`config.mk`:
```
export PLATFORM = sky130hd
export DESIGN_NAME = gyro_bias_and_heading_integrator
export DESIGN_NICKNAME = d
export VERILOG_FILES = /design/src/hw/rtl/ghi_pkg.sv /design/src/hw/rtl/ghi_controller.sv /design/src/hw/rtl/ghi_datapath.sv /design/src/hw/rtl/gyro_bias_and_heading_integrator.sv
export SDC_FILE = /design/constraint.sdc
export NUM_CORES = 2
export LEC_CHECK = 0
export ABC_AREA = 1
export BUFFER_PORTS_ARGS = -buffer_cell sky130_fd_sc_hd__buf_2
export CAP_MARGIN = 20
export CORE_MARGIN = 1
export CORE_UTILIZATION = 29
export CTS_BUF_LIST = sky130_fd_sc_hd__clkbuf_16
export CTS_CLUSTER_DIAMETER = 40
export DETAILED_ROUTE_END_ITERATION = 6
export GPL_TIMING_DRIVEN = 0
export PLACE_DENSITY = 0.48
export SYNTH_ARGS = -nofsm -noshare
export SYNTH_HDL_FRONTEND = slang
export SYNTH_SLANG_ARGS = --single-unit
```
`constraint.sdc`:
```
create_clock -name clk -period 9.2 [get_ports clk]
set_input_delay 0.92 -clock clk [delete_from_list [all_inputs] [get_ports clk]]
set_output_delay 0.92 -clock clk [all_outputs]
set_load 0.02 [all_outputs]
```
`src/hw/rtl/ghi_pkg.sv`:
```
// ----------------------------------------------------------------------------
// ghi_pkg: shared types and constants of the gyro heading integrator.
// Holds the request command codes, register indexes, controller states and
// the command and status groups passed between controller and datapath.
// ----------------------------------------------------------------------------
`default_nettype none

package ghi_pkg;

	// Field widths of the request and result channels.
	localparam int CMD_W    = 2;
	localparam int TIME_W   = 32;
	localparam int RATE_W   = 16;
	localparam int ANGLE_W  = 64;
	localparam int OFFSET_W = 24;
	localparam int CFG_W    = 16;

	// Offset and angle carry this many fraction bits.
	localparam int FRAC_BITS = 8;

	// Calibration sum and the serial divider.
	localparam int SUM_W      = 40;
	localparam int COUNT_W    = 16;
	localparam int DIV_STEPS  = SUM_W;
	localparam int DIV_CNT_W  = $clog2(DIV_STEPS);

	// Product of the bias-corrected rate (25 bits) and dt (17 bits, signed).
	localparam int TERM_W = OFFSET_W + 1;
	localparam int PROD_W = TERM_W + COUNT_W + 1;

	// Offset clamp limits as quotient magnitudes, and the clamped offsets.
	localparam logic [SUM_W-1:0]    OFS_POS_LIMIT = 40'd8388607;
	localparam logic [SUM_W-1:0]    OFS_NEG_LIMIT = 40'd8388608;
	localparam logic [OFFSET_W-1:0] OFS_MAX       = 24'h7FFFFF;
	localparam logic [OFFSET_W-1:0] OFS_MIN       = 24'h800000;

	// Saturation limits of the angle.
	localparam logic [ANGLE_W-1:0] ANGLE_MAX = {1'b0, {(ANGLE_W-1){1'b1}}};
	localparam logic [ANGLE_W-1:0] ANGLE_MIN = {1'b1, {(ANGLE_W-1){1'b0}}};

	// Request command codes; the fourth code is unused and ignored.
	typedef enum logic [CMD_W-1:0] {
		CMD_UPDATE    = 2'd0,
		CMD_CALIBRATE = 2'd1,
		CMD_ZERO      = 2'd2
	} cmd_t;

	// Configuration register indexes.
	localparam int CFG_INDEX_W = 1;

	typedef enum logic [CFG_INDEX_W-1:0] {
		REG_MAX_STEP    = 1'd0,
		REG_CAL_SAMPLES = 1'd1
	} cfg_reg_t;

	localparam logic [CFG_W-1:0] MAX_STEP_RESET    = 16'd200;
	localparam logic [CFG_W-1:0] CAL_SAMPLES_RESET = 16'd500;

	// Controller states.
	typedef enum logic [2:0] {
		ST_IDLE,
		ST_EXEC,
		ST_ACC,
		ST_DIV,
		ST_CAL_FIN,
		ST_FINISH
	} state_t;

	// Controller to datapath.
	typedef struct packed {
		logic capture;     // latch the incoming request
		logic exec;        // apply the request's first step
		logic accumulate;  // add the registered product to the angle
		logic div_step;    // one restoring divide step
		logic cal_finish;  // sign, saturate and store the new offset
		logic out_load;    // move results into the output register
	} ctrl_cmd_t;

	// Datapath to controller.
	typedef struct packed {
		logic [CMD_W-1:0] cmd;
		logic             step_skip;
		logic             cal_complete;
		logic             div_last;
	} ctrl_status_t;

endpackage

`default_nettype wire

```
`src/hw/rtl/ghi_controller.sv`:
```
// ----------------------------------------------------------------------------
// ghi_controller: sequencing state machine of the gyro heading integrator.
// Owns the request and result handshakes and steps the datapath.
// ----------------------------------------------------------------------------
`default_nettype none

module ghi_controller (
	input  wire logic                  clk,
	input  wire logic                  arst_n,
	input  wire logic                  in_valid,
	output logic                       in_stall,
	output logic                       out_valid,
	input  wire logic                  out_stall,
	input  wire ghi_pkg::ctrl_status_t sts,
	output ghi_pkg::ctrl_cmd_t         ctl
);

	ghi_pkg::state_t state_q;
	ghi_pkg::state_t state_next;
	logic            out_valid_q;
	logic            out_free;

	// The output register can take a new result when empty or being drained.
	assign out_free  = !out_valid_q || !out_stall;
	assign in_stall  = (state_q != ghi_pkg::ST_IDLE);
	assign out_valid = out_valid_q;

	always_comb begin
		state_next = state_q;
		case (state_q)
			ghi_pkg::ST_IDLE: begin
				if (in_valid)
					state_next = ghi_pkg::ST_EXEC;
			end
			ghi_pkg::ST_EXEC: begin
				if (sts.cmd == ghi_pkg::CMD_UPDATE && !sts.step_skip)
					state_next = ghi_pkg::ST_ACC;
				else if (sts.cmd == ghi_pkg::CMD_CALIBRATE && sts.cal_complete)
					state_next = ghi_pkg::ST_DIV;
				else
					state_next = ghi_pkg::ST_FINISH;
			end
			ghi_pkg::ST_ACC: begin
				state_next = ghi_pkg::ST_FINISH;
			end
			ghi_pkg::ST_DIV: begin
				if (sts.div_last)
					state_next = ghi_pkg::ST_CAL_FIN;
			end
			ghi_pkg::ST_CAL_FIN: begin
				state_next = ghi_pkg::ST_FINISH;
			end
			ghi_pkg::ST_FINISH: begin
				if (out_free)
					state_next = ghi_pkg::ST_IDLE;
			end
			default: begin
				state_next = ghi_pkg::ST_IDLE;
			end
		endcase
	end

	always_comb begin
		ctl = '0;
		case (state_q)
			ghi_pkg::ST_IDLE:    ctl.capture    = in_valid;
			ghi_pkg::ST_EXEC:    ctl.exec       = 1'b1;
			ghi_pkg::ST_ACC:     ctl.accumulate = 1'b1;
			ghi_pkg::ST_DIV:     ctl.div_step   = 1'b1;
			ghi_pkg::ST_CAL_FIN: ctl.cal_finish = 1'b1;
			ghi_pkg::ST_FINISH:  ctl.out_load   = out_free;
			default:             ctl            = '0;
		endcase
	end

	always_ff @(posedge clk or negedge arst_n) begin
		if (!arst_n) begin
			state_q     <= ghi_pkg::ST_IDLE;
			out_valid_q <= 1'b0;
		end else begin
			state_q <= state_next;
			if (ctl.out_load)
				out_valid_q <= 1'b1;
			else if (!out_stall)
				out_valid_q <= 1'b0;
		end
	end

endmodule

`default_nettype wire

```
`src/hw/rtl/ghi_datapath.sv`:
```
// ----------------------------------------------------------------------------
// ghi_datapath: registers and arithmetic of the gyro heading integrator.
// Holds the angle, time, bias and calibration state, the rate multiplier,
// the serial bias divider and the output register.
// ----------------------------------------------------------------------------
`default_nettype none

module ghi_datapath (
	input  wire logic                                   clk,
	input  wire logic                                   arst_n,
	input  wire ghi_pkg::ctrl_cmd_t                     ctl,
	output ghi_pkg::ctrl_status_t                       sts,
	input  wire logic [ghi_pkg::CMD_W-1:0]              command,
	input  wire logic [ghi_pkg::TIME_W-1:0]             time_ms,
	input  wire logic signed [ghi_pkg::RATE_W-1:0]      gyro_rate,
	input  wire logic                                   cfg_write,
	input  wire logic [ghi_pkg::CFG_INDEX_W-1:0]        cfg_index,
	input  wire logic [ghi_pkg::CFG_W-1:0]              cfg_data,
	output logic signed [ghi_pkg::ANGLE_W-1:0]          angle_z,
	output logic signed [ghi_pkg::OFFSET_W-1:0]         offset_z,
	output logic                                        step_skipped,
	output logic                                        calibration_done
);

	// Captured request.
	logic [ghi_pkg::CMD_W-1:0]             cmd_q;
	logic [ghi_pkg::TIME_W-1:0]            time_q;
	logic signed [ghi_pkg::RATE_W-1:0]     rate_q;

	// Configuration.
	logic [ghi_pkg::CFG_W-1:0]             max_step_q;
	logic [ghi_pkg::CFG_W-1:0]             cal_samples_q;

	// Architectural state.
	logic signed [ghi_pkg::ANGLE_W-1:0]    angle_q;
	logic [ghi_pkg::TIME_W-1:0]            prev_time_q;
	logic signed [ghi_pkg::OFFSET_W-1:0]   offset_q;
	logic signed [ghi_pkg::SUM_W-1:0]      cal_sum_q;
	logic [ghi_pkg::COUNT_W-1:0]           cal_count_q;

	// Working registers.
	logic signed [ghi_pkg::PROD_W-1:0]     product_q;
	logic                                  skip_q;
	logic                                  done_q;
	logic                                  div_neg_q;
	logic [ghi_pkg::COUNT_W-1:0]           div_rem_q;
	logic [ghi_pkg::SUM_W-1:0]             div_quo_q;
	logic [ghi_pkg::COUNT_W-1:0]           div_den_q;
	logic [ghi_pkg::DIV_CNT_W-1:0]         div_cnt_q;

	// Output register.
	logic signed [ghi_pkg::ANGLE_W-1:0]    angle_out_q;
	logic signed [ghi_pkg::OFFSET_W-1:0]   offset_out_q;
	logic                                  skipped_out_q;
	logic                                  done_out_q;

	// Combinational terms.
	logic [ghi_pkg::TIME_W-1:0]            dt;
	logic                                  step_skip;
	logic signed [ghi_pkg::TERM_W-1:0]     term;
	logic signed [ghi_pkg::PROD_W-1:0]     mul_w;
	logic [ghi_pkg::ANGLE_W:0]             acc_sum;
	logic signed [ghi_pkg::SUM_W-1:0]      sum_next;
	logic [ghi_pkg::COUNT_W-1:0]           count_next;
	logic                                  cal_complete;
	logic [ghi_pkg::SUM_W-1:0]             sum_mag;
	logic [ghi_pkg::COUNT_W:0]             rem_shift;
	logic [ghi_pkg::COUNT_W+1:0]           rem_diff;
	logic                                  quo_bit;
	logic [ghi_pkg::OFFSET_W-1:0]          offset_new;

	// Elapsed time wraps modulo 2^32.
	assign dt        = time_q - prev_time_q;
	assign step_skip = (dt == '0) || (dt > {16'd0, max_step_q});

	// Bias-corrected rate; dt is at most 16 bits whenever the step is used.
	assign term  = {rate_q[ghi_pkg::RATE_W-1], rate_q, {ghi_pkg::FRAC_BITS{1'b0}}}
	             - {offset_q[ghi_pkg::OFFSET_W-1], offset_q};
	assign mul_w = term * $signed({1'b0, dt[ghi_pkg::COUNT_W-1:0]});

	// 65-bit sum of angle and product for saturation.
	assign acc_sum = {angle_q[ghi_pkg::ANGLE_W-1], angle_q}
	               + {{(ghi_pkg::ANGLE_W+1-ghi_pkg::PROD_W){product_q[ghi_pkg::PROD_W-1]}},
	                  product_q};

	// Calibration accumulation.
	assign sum_next     = cal_sum_q + {{(ghi_pkg::SUM_W-ghi_pkg::RATE_W){rate_q[ghi_pkg::RATE_W-1]}},
	                                   rate_q};
	assign count_next   = cal_count_q + 16'd1;
	assign cal_complete = (count_next >= cal_samples_q) || (count_next == '0);
	assign sum_mag      = sum_next[ghi_pkg::SUM_W-1] ? (40'd0 - sum_next) : sum_next;

	// One restoring divide step.
	assign rem_shift = {div_rem_q, div_quo_q[ghi_pkg::SUM_W-1]};
	assign rem_diff  = {1'b0, rem_shift} - {2'b00, div_den_q};
	assign quo_bit   = !rem_diff[ghi_pkg::COUNT_W+1];

	// Apply the sign and clamp the quotient to the offset range.
	always_comb begin
		if (div_neg_q) begin
			if (div_quo_q > ghi_pkg::OFS_NEG_LIMIT)
				offset_new = ghi_pkg::OFS_MIN;
			else
				offset_new = 24'd0 - div_quo_q[ghi_pkg::OFFSET_W-1:0];
		end else begin
			if (div_quo_q > ghi_pkg::OFS_POS_LIMIT)
				offset_new = ghi_pkg::OFS_MAX;
			else
				offset_new = div_quo_q[ghi_pkg::OFFSET_W-1:0];
		end
	end

	assign sts.cmd          = cmd_q;
	assign sts.step_skip    = step_skip;
	assign sts.cal_complete = cal_complete;
	assign sts.div_last     = (div_cnt_q == ghi_pkg::DIV_CNT_W'(ghi_pkg::DIV_STEPS - 1));

	// Request capture, product, divider working data and output register: no reset needed.
	always_ff @(posedge clk) begin
		if (ctl.capture) begin
			cmd_q  <= command;
			time_q <= time_ms;
			rate_q <= gyro_rate;
		end
		if (ctl.exec) begin
			product_q <= mul_w;
			div_neg_q <= sum_next[ghi_pkg::SUM_W-1];
			div_rem_q <= '0;
			div_quo_q <= {sum_mag[ghi_pkg::SUM_W-1-ghi_pkg::FRAC_BITS:0],
			              {ghi_pkg::FRAC_BITS{1'b0}}};
			div_den_q <= (count_next == '0) ? 16'd1 : count_next;
			div_cnt_q <= '0;
		end
		if (ctl.div_step) begin
			div_rem_q <= quo_bit ? rem_diff[ghi_pkg::COUNT_W-1:0]
			                     : rem_shift[ghi_pkg::COUNT_W-1:0];
			div_quo_q <= {div_quo_q[ghi_pkg::SUM_W-2:0], quo_bit};
			div_cnt_q <= div_cnt_q + 1'b1;
		end
		if (ctl.out_load) begin
			angle_out_q   <= angle_q;
			offset_out_q  <= offset_q;
			skipped_out_q <= skip_q;
			done_out_q    <= done_q;
		end
	end

	// Configuration registers, architectural state and the skip and done flags.
	always_ff @(posedge clk or negedge arst_n) begin
		if (!arst_n) begin
			max_step_q    <= ghi_pkg::MAX_STEP_RESET;
			cal_samples_q <= ghi_pkg::CAL_SAMPLES_RESET;
			angle_q       <= '0;
			prev_time_q   <= '0;
			offset_q      <= '0;
			cal_sum_q     <= '0;
			cal_count_q   <= '0;
			skip_q        <= 1'b0;
			done_q        <= 1'b0;
		end else begin
			if (cfg_write) begin
				case (cfg_index)
					ghi_pkg::REG_MAX_STEP:    max_step_q    <= cfg_data;
					ghi_pkg::REG_CAL_SAMPLES: cal_samples_q <= cfg_data;
					default: ;
				endcase
			end
			if (ctl.capture) begin
				skip_q <= 1'b0;
				done_q <= 1'b0;
			end
			if (ctl.exec) begin
				case (cmd_q)
					ghi_pkg::CMD_UPDATE: begin
						prev_time_q <= time_q;
						skip_q      <= step_skip;
					end
					ghi_pkg::CMD_CALIBRATE: begin
						if (cal_complete) begin
							cal_sum_q   <= '0;
							cal_count_q <= '0;
						end else begin
							cal_sum_q   <= sum_next;
							cal_count_q <= count_next;
						end
					end
					ghi_pkg::CMD_ZERO: begin
						angle_q     <= '0;
						prev_time_q <= time_q;
					end
					default: ;
				endcase
			end
			if (ctl.accumulate) begin
				if (acc_sum[ghi_pkg::ANGLE_W] != acc_sum[ghi_pkg::ANGLE_W-1])
					angle_q <= acc_sum[ghi_pkg::ANGLE_W] ? ghi_pkg::ANGLE_MIN
					                                     : ghi_pkg::ANGLE_MAX;
				else
					angle_q <= acc_sum[ghi_pkg::ANGLE_W-1:0];
			end
			if (ctl.cal_finish) begin
				offset_q <= offset_new;
				done_q   <= 1'b1;
			end
		end
	end

	assign angle_z          = angle_out_q;
	assign offset_z         = offset_out_q;
	assign step_skipped     = skipped_out_q;
	assign calibration_done = done_out_q;

endmodule

`default_nettype wire

```
`src/hw/rtl/gyro_bias_and_heading_integrator.sv`:
```
// ----------------------------------------------------------------------------
// gyro_bias_and_heading_integrator: Z-axis gyro heading integrator with bias.
// Each request passes IDLE, EXEC and FINISH; an integrated update adds ACC,
// and a completing calibration sample adds DIV, the 40-step serial bias
// divider, and CAL_FIN. A new request is taken only in IDLE, once the
// previous one has left FINISH.
// Reset: asynchronous; clears angle, time, offset and calibration state.
// ----------------------------------------------------------------------------
`default_nettype none

module gyro_bias_and_heading_integrator (
	input  wire logic                                   clk,
	input  wire logic                                   arst_n,
	// Request channel.
	input  wire logic                                   in_valid,
	output logic                                        in_stall,
	input  wire logic [ghi_pkg::CMD_W-1:0]              command,
	input  wire logic [ghi_pkg::TIME_W-1:0]             time_ms,
	input  wire logic signed [ghi_pkg::RATE_W-1:0]      gyro_rate,
	// Result channel.
	output logic                                        out_valid,
	input  wire logic                                   out_stall,
	output logic signed [ghi_pkg::ANGLE_W-1:0]          angle_z,
	output logic signed [ghi_pkg::OFFSET_W-1:0]         offset_z,
	output logic                                        step_skipped,
	output logic                                        calibration_done,
	// Configuration write port.
	input  wire logic                                   cfg_write,
	input  wire logic [ghi_pkg::CFG_INDEX_W-1:0]        cfg_index,
	input  wire logic [ghi_pkg::CFG_W-1:0]              cfg_data
);

	// The controller walks each request through the datapath:
	//   an update computes the wrapping elapsed time, stores the new time and
	//   either flags the step as skipped or multiplies the bias-corrected rate
	//   by dt, then adds the registered product to the angle with saturation;
	//   a calibration sample adds into the running sum and, when the sample
	//   count is reached, runs a restoring divide of sum * 256 by the count,
	//   one quotient bit per cycle, before clamping the new offset to 24 bits;
	//   a zero request clears the angle and stores the time.
	// Results land in an output register, so a new request is taken while the
	// previous result still waits to be drained.

	ghi_pkg::ctrl_cmd_t    ctl;
	ghi_pkg::ctrl_status_t sts;

	ghi_controller u_ctrl (
		.clk       (clk),
		.arst_n    (arst_n),
		.in_valid  (in_valid),
		.in_stall  (in_stall),
		.out_valid (out_valid),
		.out_stall (out_stall),
		.sts       (sts),
		.ctl       (ctl)
	);

	ghi_datapath u_dp (
		.clk              (clk),
		.arst_n           (arst_n),
		.ctl              (ctl),
		.sts              (sts),
		.command          (command),
		.time_ms          (time_ms),
		.gyro_rate        (gyro_rate),
		.cfg_write        (cfg_write),
		.cfg_index        (cfg_index),
		.cfg_data         (cfg_data),
		.angle_z          (angle_z),
		.offset_z         (offset_z),
		.step_skipped     (step_skipped),
		.calibration_done (calibration_done)
	);

endmodule

`default_nettype wire

```
; ---- Word-level counts from Yosys, hierarchy flattened
; Cells that the tools add are included.
[word_totals]
ramBits = 0
latch_bits = 0
output_inout_bits = 92
wordCells = 115
mem_bits_ro = 0
memories = 0
reg_bits = 475
[op_classes]
n_reduce_logical = 26
n_mux = 37
shifts = 0
bitwise = 1
n_addsub = 9
n_lt_le_gt_ge = 4
mul = 1
div = 0
n_eq_ne = 13
[ops]
columns = operator, n
row1 = 2-to-1 mux 64 bit, 5
row2 = 2-to-1 mux 40 bit, 3
row3 = 2-to-1 mux 24 bit, 3
row4 = adder 64 x 42 -> 65 bit, 1
row5 = 2-to-1 mux 16 bit, 4
row6 = multiplier 25 x 17 -> 42 bit, 1
row7 = adder 40 bit, 1
row8 = "greater-than comparator 40 x 23 -> 1 bit, second input constant", 1
row9 = "greater-than comparator 40 x 24 -> 1 bit, second input constant", 1
row10 = greater-than comparator 32 x 16 -> 1 bit, 1
row11 = zero test 32 bit, 1
row12 = 2-to-1 mux 32 bit, 1
row13 = "subtractor 1 x 32 -> 32 bit, first input constant", 1
row14 = subtractor 32 bit, 1
row15 = subtractor 24 x 24 -> 25 bit, 1
row16 = "subtractor 1 x 24 -> 24 bit, first input constant", 1
row17 = subtractor 17 x 16 -> 18 bit, 1
row18 = "adder 16 x 1 -> 16 bit, second input constant", 1
row19 = >= comparator 16 bit, 1
row20 = zero test 16 bit, 1
row21 = 2-to-1 mux 3 bit, 5
row22 = one-hot mux 3 bit (5 select lines), 1
row23 = 2-to-1 mux 1 bit, 13
row24 = 2-to-1 mux 6 bit, 2
row25 = 21 further kinds, 39

; ---- Depth between registers and ports, before layout
[depth]
ltp_word = 7
ltp_mapped = 40
mapped_depth_nobuf = 39

; ---- Modules after synthesis
; A second synthesis with hierarchy kept.
[hier_totals]
hier_cells = 5896
hier_area_um2 = 45818.9
[by_module_without_submodules]
columns = mod, area_per_inst_um2, seq_area_each_um2, cells_per_inst, n_inst
row1 = ghi_datapath, 45513.7, 13103.8, 5847, 1
row2 = ghi_controller, 305.3, 100.1, 49, 1

; ---- Least setup slack after synthesis
; Ideal clock, no wire load.
[synth_timing]
path_kind = reg2reg
startpoint = register u_dp.rate_q[15] (netlist name)
endpoint = register u_dp.product_q[37] (netlist name), data pin
arrival_time_ps = 7608
setup_time_ps = 260
t_required_ps = 8940
synth_period_minus_slack_ps = 7868
n_path_buf = 2
path_slack_ps = 1332
path_stages_with_launch = 30
path_cell_list = edfxtp_1 -> ha_1 -> inv_1 -> nor4_1 -> nand3_1 -> nand4_1 -> nand2_1 -> clkbuf_1 -> nor2_1 -> inv_1 -> fa_1 -> inv_1 -> fa_1 -> clkbuf_1 -> inv_1 -> fa_1 -> fa_1 -> fa_1 -> fa_1 -> inv_1 -> ha_1 -> a21oi_1 -> inv_1 -> a31oi_1 -> o21ai_0 -> a21oi_1 -> o21ai_0 -> nand3_1 -> nand2_1 -> xor2_1
[synth_via]
elab_chain_cells = 2
[synth_lines]
columns = element, line_no
row1 = start: declaration, ghi_datapath.sv:28  ; logic signed [ghi_pkg::RATE_W-1:0] rate_q;
row2 = start signal: assignment, ghi_datapath.sv:123  ; rate_q <= gyro_rate;
row3 = subtractor 24 x 24 -> 25 bit, ghi_datapath.sv:78  ; - {offset_q[ghi_pkg::OFFSET_W-1], offset_q};
row4 = multiplier 25 x 17 -> 42 bit, ghi_datapath.sv:79  ; assign mul_w = term * $signed({1'b0, dt[ghi_pkg::COUNT_W-1:0]});
row5 = "via u_dp.mul_w, one bit", ghi_datapath.sv:61  ; logic signed [ghi_pkg::PROD_W-1:0] mul_w;
row6 = end signal: assignment, ghi_datapath.sv:126  ; product_q <= mul_w;
row7 = end: declaration, ghi_datapath.sv:42  ; logic signed [ghi_pkg::PROD_W-1:0] product_q;
; The timed path passes the listed nets, and every way through them passes these cells.
; A chain may end at the register's enable or synchronous reset.

; ---- Worst setup path in the final report
[layout_timing]
startpoint = register u_dp.prev_time_q[0] (netlist name)
endpoint = register u_dp.product_q[38] (netlist name), data pin
[layout_via]
elab_chain_cells = 2
[layout_lines]
columns = element, line_no
row1 = start: declaration, ghi_datapath.sv:36  ; logic [ghi_pkg::TIME_W-1:0] prev_time_q;
row2 = start signal: assignment, ghi_datapath.sv:175  ; prev_time_q <= time_q;
row3 = start signal: assignment, ghi_datapath.sv:189  ; prev_time_q <= time_q;
row4 = subtractor 32 bit, ghi_datapath.sv:73  ; assign dt = time_q - prev_time_q;
row5 = multiplier 25 x 17 -> 42 bit, ghi_datapath.sv:79
row6 = "via u_dp.mul_w, one bit", ghi_datapath.sv:61
; The timed path passes the listed nets, and every way through them passes these cells.

==> results.toml <==
[clock_network]
tritoncts = "built"
clk_latency_ns = 0.76
cts_buffers = 92
cts.sinks = 475
ctsHoldBuffers = 0
cts-root-buf = "clkbuf_16"
cts.reportedPaths.clkPinSlew_ns = 0.05
clockBufferDepth = 3
cts-htree-levels = 3

[cells_and_area]
nNetsFinal = 6998
fill_cells = 16940
layout.cells.non_filler = 8382
layout_commonest_cell = "nand2_1"
most-common-layout-cells = "nand2_1, inv_1, nor2_1"
drive_gt1_share_pct = 7.909
finish.utilization_pct = 33.58
areaGrowthSynthToFinish_pct = 15.09

[global_route]
antenna_found_initial = 3
overflow = 0
grt_max_degree = 95
grt_pass1_wl_mm = 233.1
grt_pass1_vias = 39960
grt_util_all_layers_pct = 18.85

[sta]
worst_pin_slew_ns = 1.181
fmax_ghz = 0.1150
fin_crit_sh_pct = 94.56
finalHoldViolations = 0
skew_ns = 0.06842
period_needed_ns = 8.699
final-setup-viol-count = 0
slew_violations = 0
slew_headroom_pct = 21.03
rsz0062_at_grt = "no"

[synthesis]
syn_nets = 6725
syn_avg_cell_area_um2 = 7.749
synthCells = 5956
syn_area_um2 = 46160
synthFlopType = "edfxtp_1"
synth_top_area_cell = "edfxtp_1"
yosys.area.top_type_share_pct = 16.98
synth_edf_count = 261
seq_area_frac_synth_pct = 28.61
ys_seq_elements = 475
synthArstFlopShare_pct = 45.05
synth.top_cells.by_area = "edfxtp_1, fa_1, nand2_1"
yosysWarningCount = 0
synth_cell_types = 71

[detailed_routing]
met2_length_mm = 71.73
route.detailed.drc = 0
topRoutingLayerUsed = "met4"
drt-total-wl_mm = 150.9
m1WireLength_mm = 66.57
drtIter0Drc = 2197
drt_pass1_iterations = 6
ant_nets = 0
wire_per_inst_um = 18.00
num_vias = 38990
via_per_inst = 4.651
wl_met3_mm = 5.818

[run_status]
status = "complete, no violations"

[floorplanning]
dieArea_um2 = 160800
rows = 146
coreArea_um2 = 158200
die_h_um = 400.9
io_pins = 164
start_util_pct = 29.18
die_w_um = 400.9

[critical_path]
slowest_stage = "buf_1"
path_common_cell = "nand2_1"
required_ns = 9.65
critPathMaxFanout = 10
cp-end-kind = "register"
r2r_cells = 33
critPathLaunchType = "register"
crit_buf_inv = 6
slowest_delay_ns = 0.71
worstPathArrival_ns = 9.15
cp_num_cells = 33
crit_family = "adder cells"
criticalPathCategory = "register to register"

[placement]
dp.cells = 8202
hpwl_mm = 126.2
gp_congestion = 0.9416
io_buffer_count = 163

[run]
cap_violations = 0

[hold_path]
hp-class = "primary input to async pin"
final cells by class:
class | instances | area (um2) | share of cell area [%]
repair buffers | 180 | 1095 | 2.061
diodes | 1 | 2.502 | 0.004711
clock buffers | 92 | 2302 | 4.334
clock inverters | 82 | 843.3 | 1.587
well taps | 2072 | 2592 | 4.880
flip-flops and latches | 475 | 13200 | 24.86
multi-input cells | 4179 | 28000 | 52.71
plain buffers | 119 | 619.3 | 1.166
inverters | 1182 | 4461 | 8.397
layer usage:
metal  up-vias  GRT usage, %
met5         -             0
met3       270         2.365
met1     18590         23.84
li1      19290             -
met2       835         32.26
met4         0         8.006
cell families (layout without fill, tap and decap cells):
kind of cell | count (synthesis) | after routing | synth area share (%)
and+or+nand+nor | 2586 | 2586 | 23.08
adders and majority gates | 697 | 697 | 25.22
DFF | 475 | 475 | 28.61
other | 0 | 1 | 0
buffers and inverters | 1302 | 1655 | 10.94
xor gates and xnor gates | 175 | 175 | 3.402
AOI/OAI and AO/OA | 720 | 720 | 8.726
muxes | 1 | 1 | 0.02169
path summary, 6_finish.rpt:
path	start	to	slack, ns
setup / recovery	u_dp.prev_time_q[0]	u_dp.product_q[38]	0.50
hold / removal	arst_n	u_dp.angle_q[59]	0.07
min in group clk	time_ms[12]	u_dp.time_q[12]	0.33
hold reg to reg	u_dp.offset_q[4]	u_dp.offset_z[4]	0.44
setup reg to reg	u_dp.prev_time_q[0]	u_dp.product_q[38]	0.50
max in group asynchronous	arst_n	u_dp.offset_q[19]	7.76
cells in the mapped netlist (12+ instances only):
| cell type | n |
|---|---|
| a31oi_1 | 21 |
| xor2_1 | 91 |
| o21ai_1 | 16 |
| a21oi_1 | 295 |
| nand3_1 | 292 |
| dfrtp_1 | 205 |
| nor2_1 | 576 |
| fa_1 | 389 |
| clkbuf_1 | 83 |
| inv_1 | 1154 |
| nand2_1 | 1514 |
| inv_2 | 17 |
| xnor2_1 | 79 |
| nand3b_1 | 19 |
| o21a_1 | 12 |
| nor3_1 | 50 |
| a21o_1 | 20 |
| nand4_1 | 54 |
| o21ai_0 | 261 |
| or2_2 | 14 |
| edfxtp_1 | 261 |
| o21bai_1 | 21 |
| buf_6 | 12 |
| buf_2 | 12 |
| a22oi_1 | 20 |
| nor4_1 | 16 |
| ha_1 | 308 |
state kept, by name (all words and copies together), names as in the netlist, 24 cells and up:
| name | flops |
|---|---|
| u_dp.offset_q | 24 |
| u_dp.div_quo_q | 40 |
| u_dp.offset_z | 24 |
| u_dp.time_q | 32 |
| u_dp.angle_q | 64 |
| u_dp.product_q | 42 |
| u_dp.prev_time_q | 32 |
| u_dp.cal_sum_q | 40 |
| u_dp.angle_z | 64 |
stage by stage:
step | TNS, ns | setup slack (ns) | hold slack, ns | instance area (um2)
final | 0 | 0.5006 | 0.06981 | 53120
after global routing | 0 | 0.03724 | 0.06227 | 53120
after CTS | 0 | 0.01585 | 0.03616 | 53000
after detailed placement | -3.536 | -0.5203 | 0.4400 | 49820
after global placement | -13.59 | -0.5183 | 0.4261 | 49560
after floorplan | 0 | 1.332 | 0.4249 | 46160
worst reg2reg max path: cells and delay by family, from the launching register on:
kind | cells | cell delay (ns)
xor gates and xnor gates | 1 | 0.06
DFF | 1 | 0.40
and+or+nand+nor | 15 | 2.05
AOI/OAI and AO/OA | 2 | 0.55
buffers and inverters | 6 | 1.27
adders and majority gates | 9 | 4.12
what timing repair did:
item,4_1_cts,5_1_grt
resized for setup,7,34
setup buffers,1,5
pin swaps,0,2
setup endpoints to repair,15,12
Power is not shown: default switching activity piles up to over one toggle a cycle in this logic, so the estimate is an artifact.
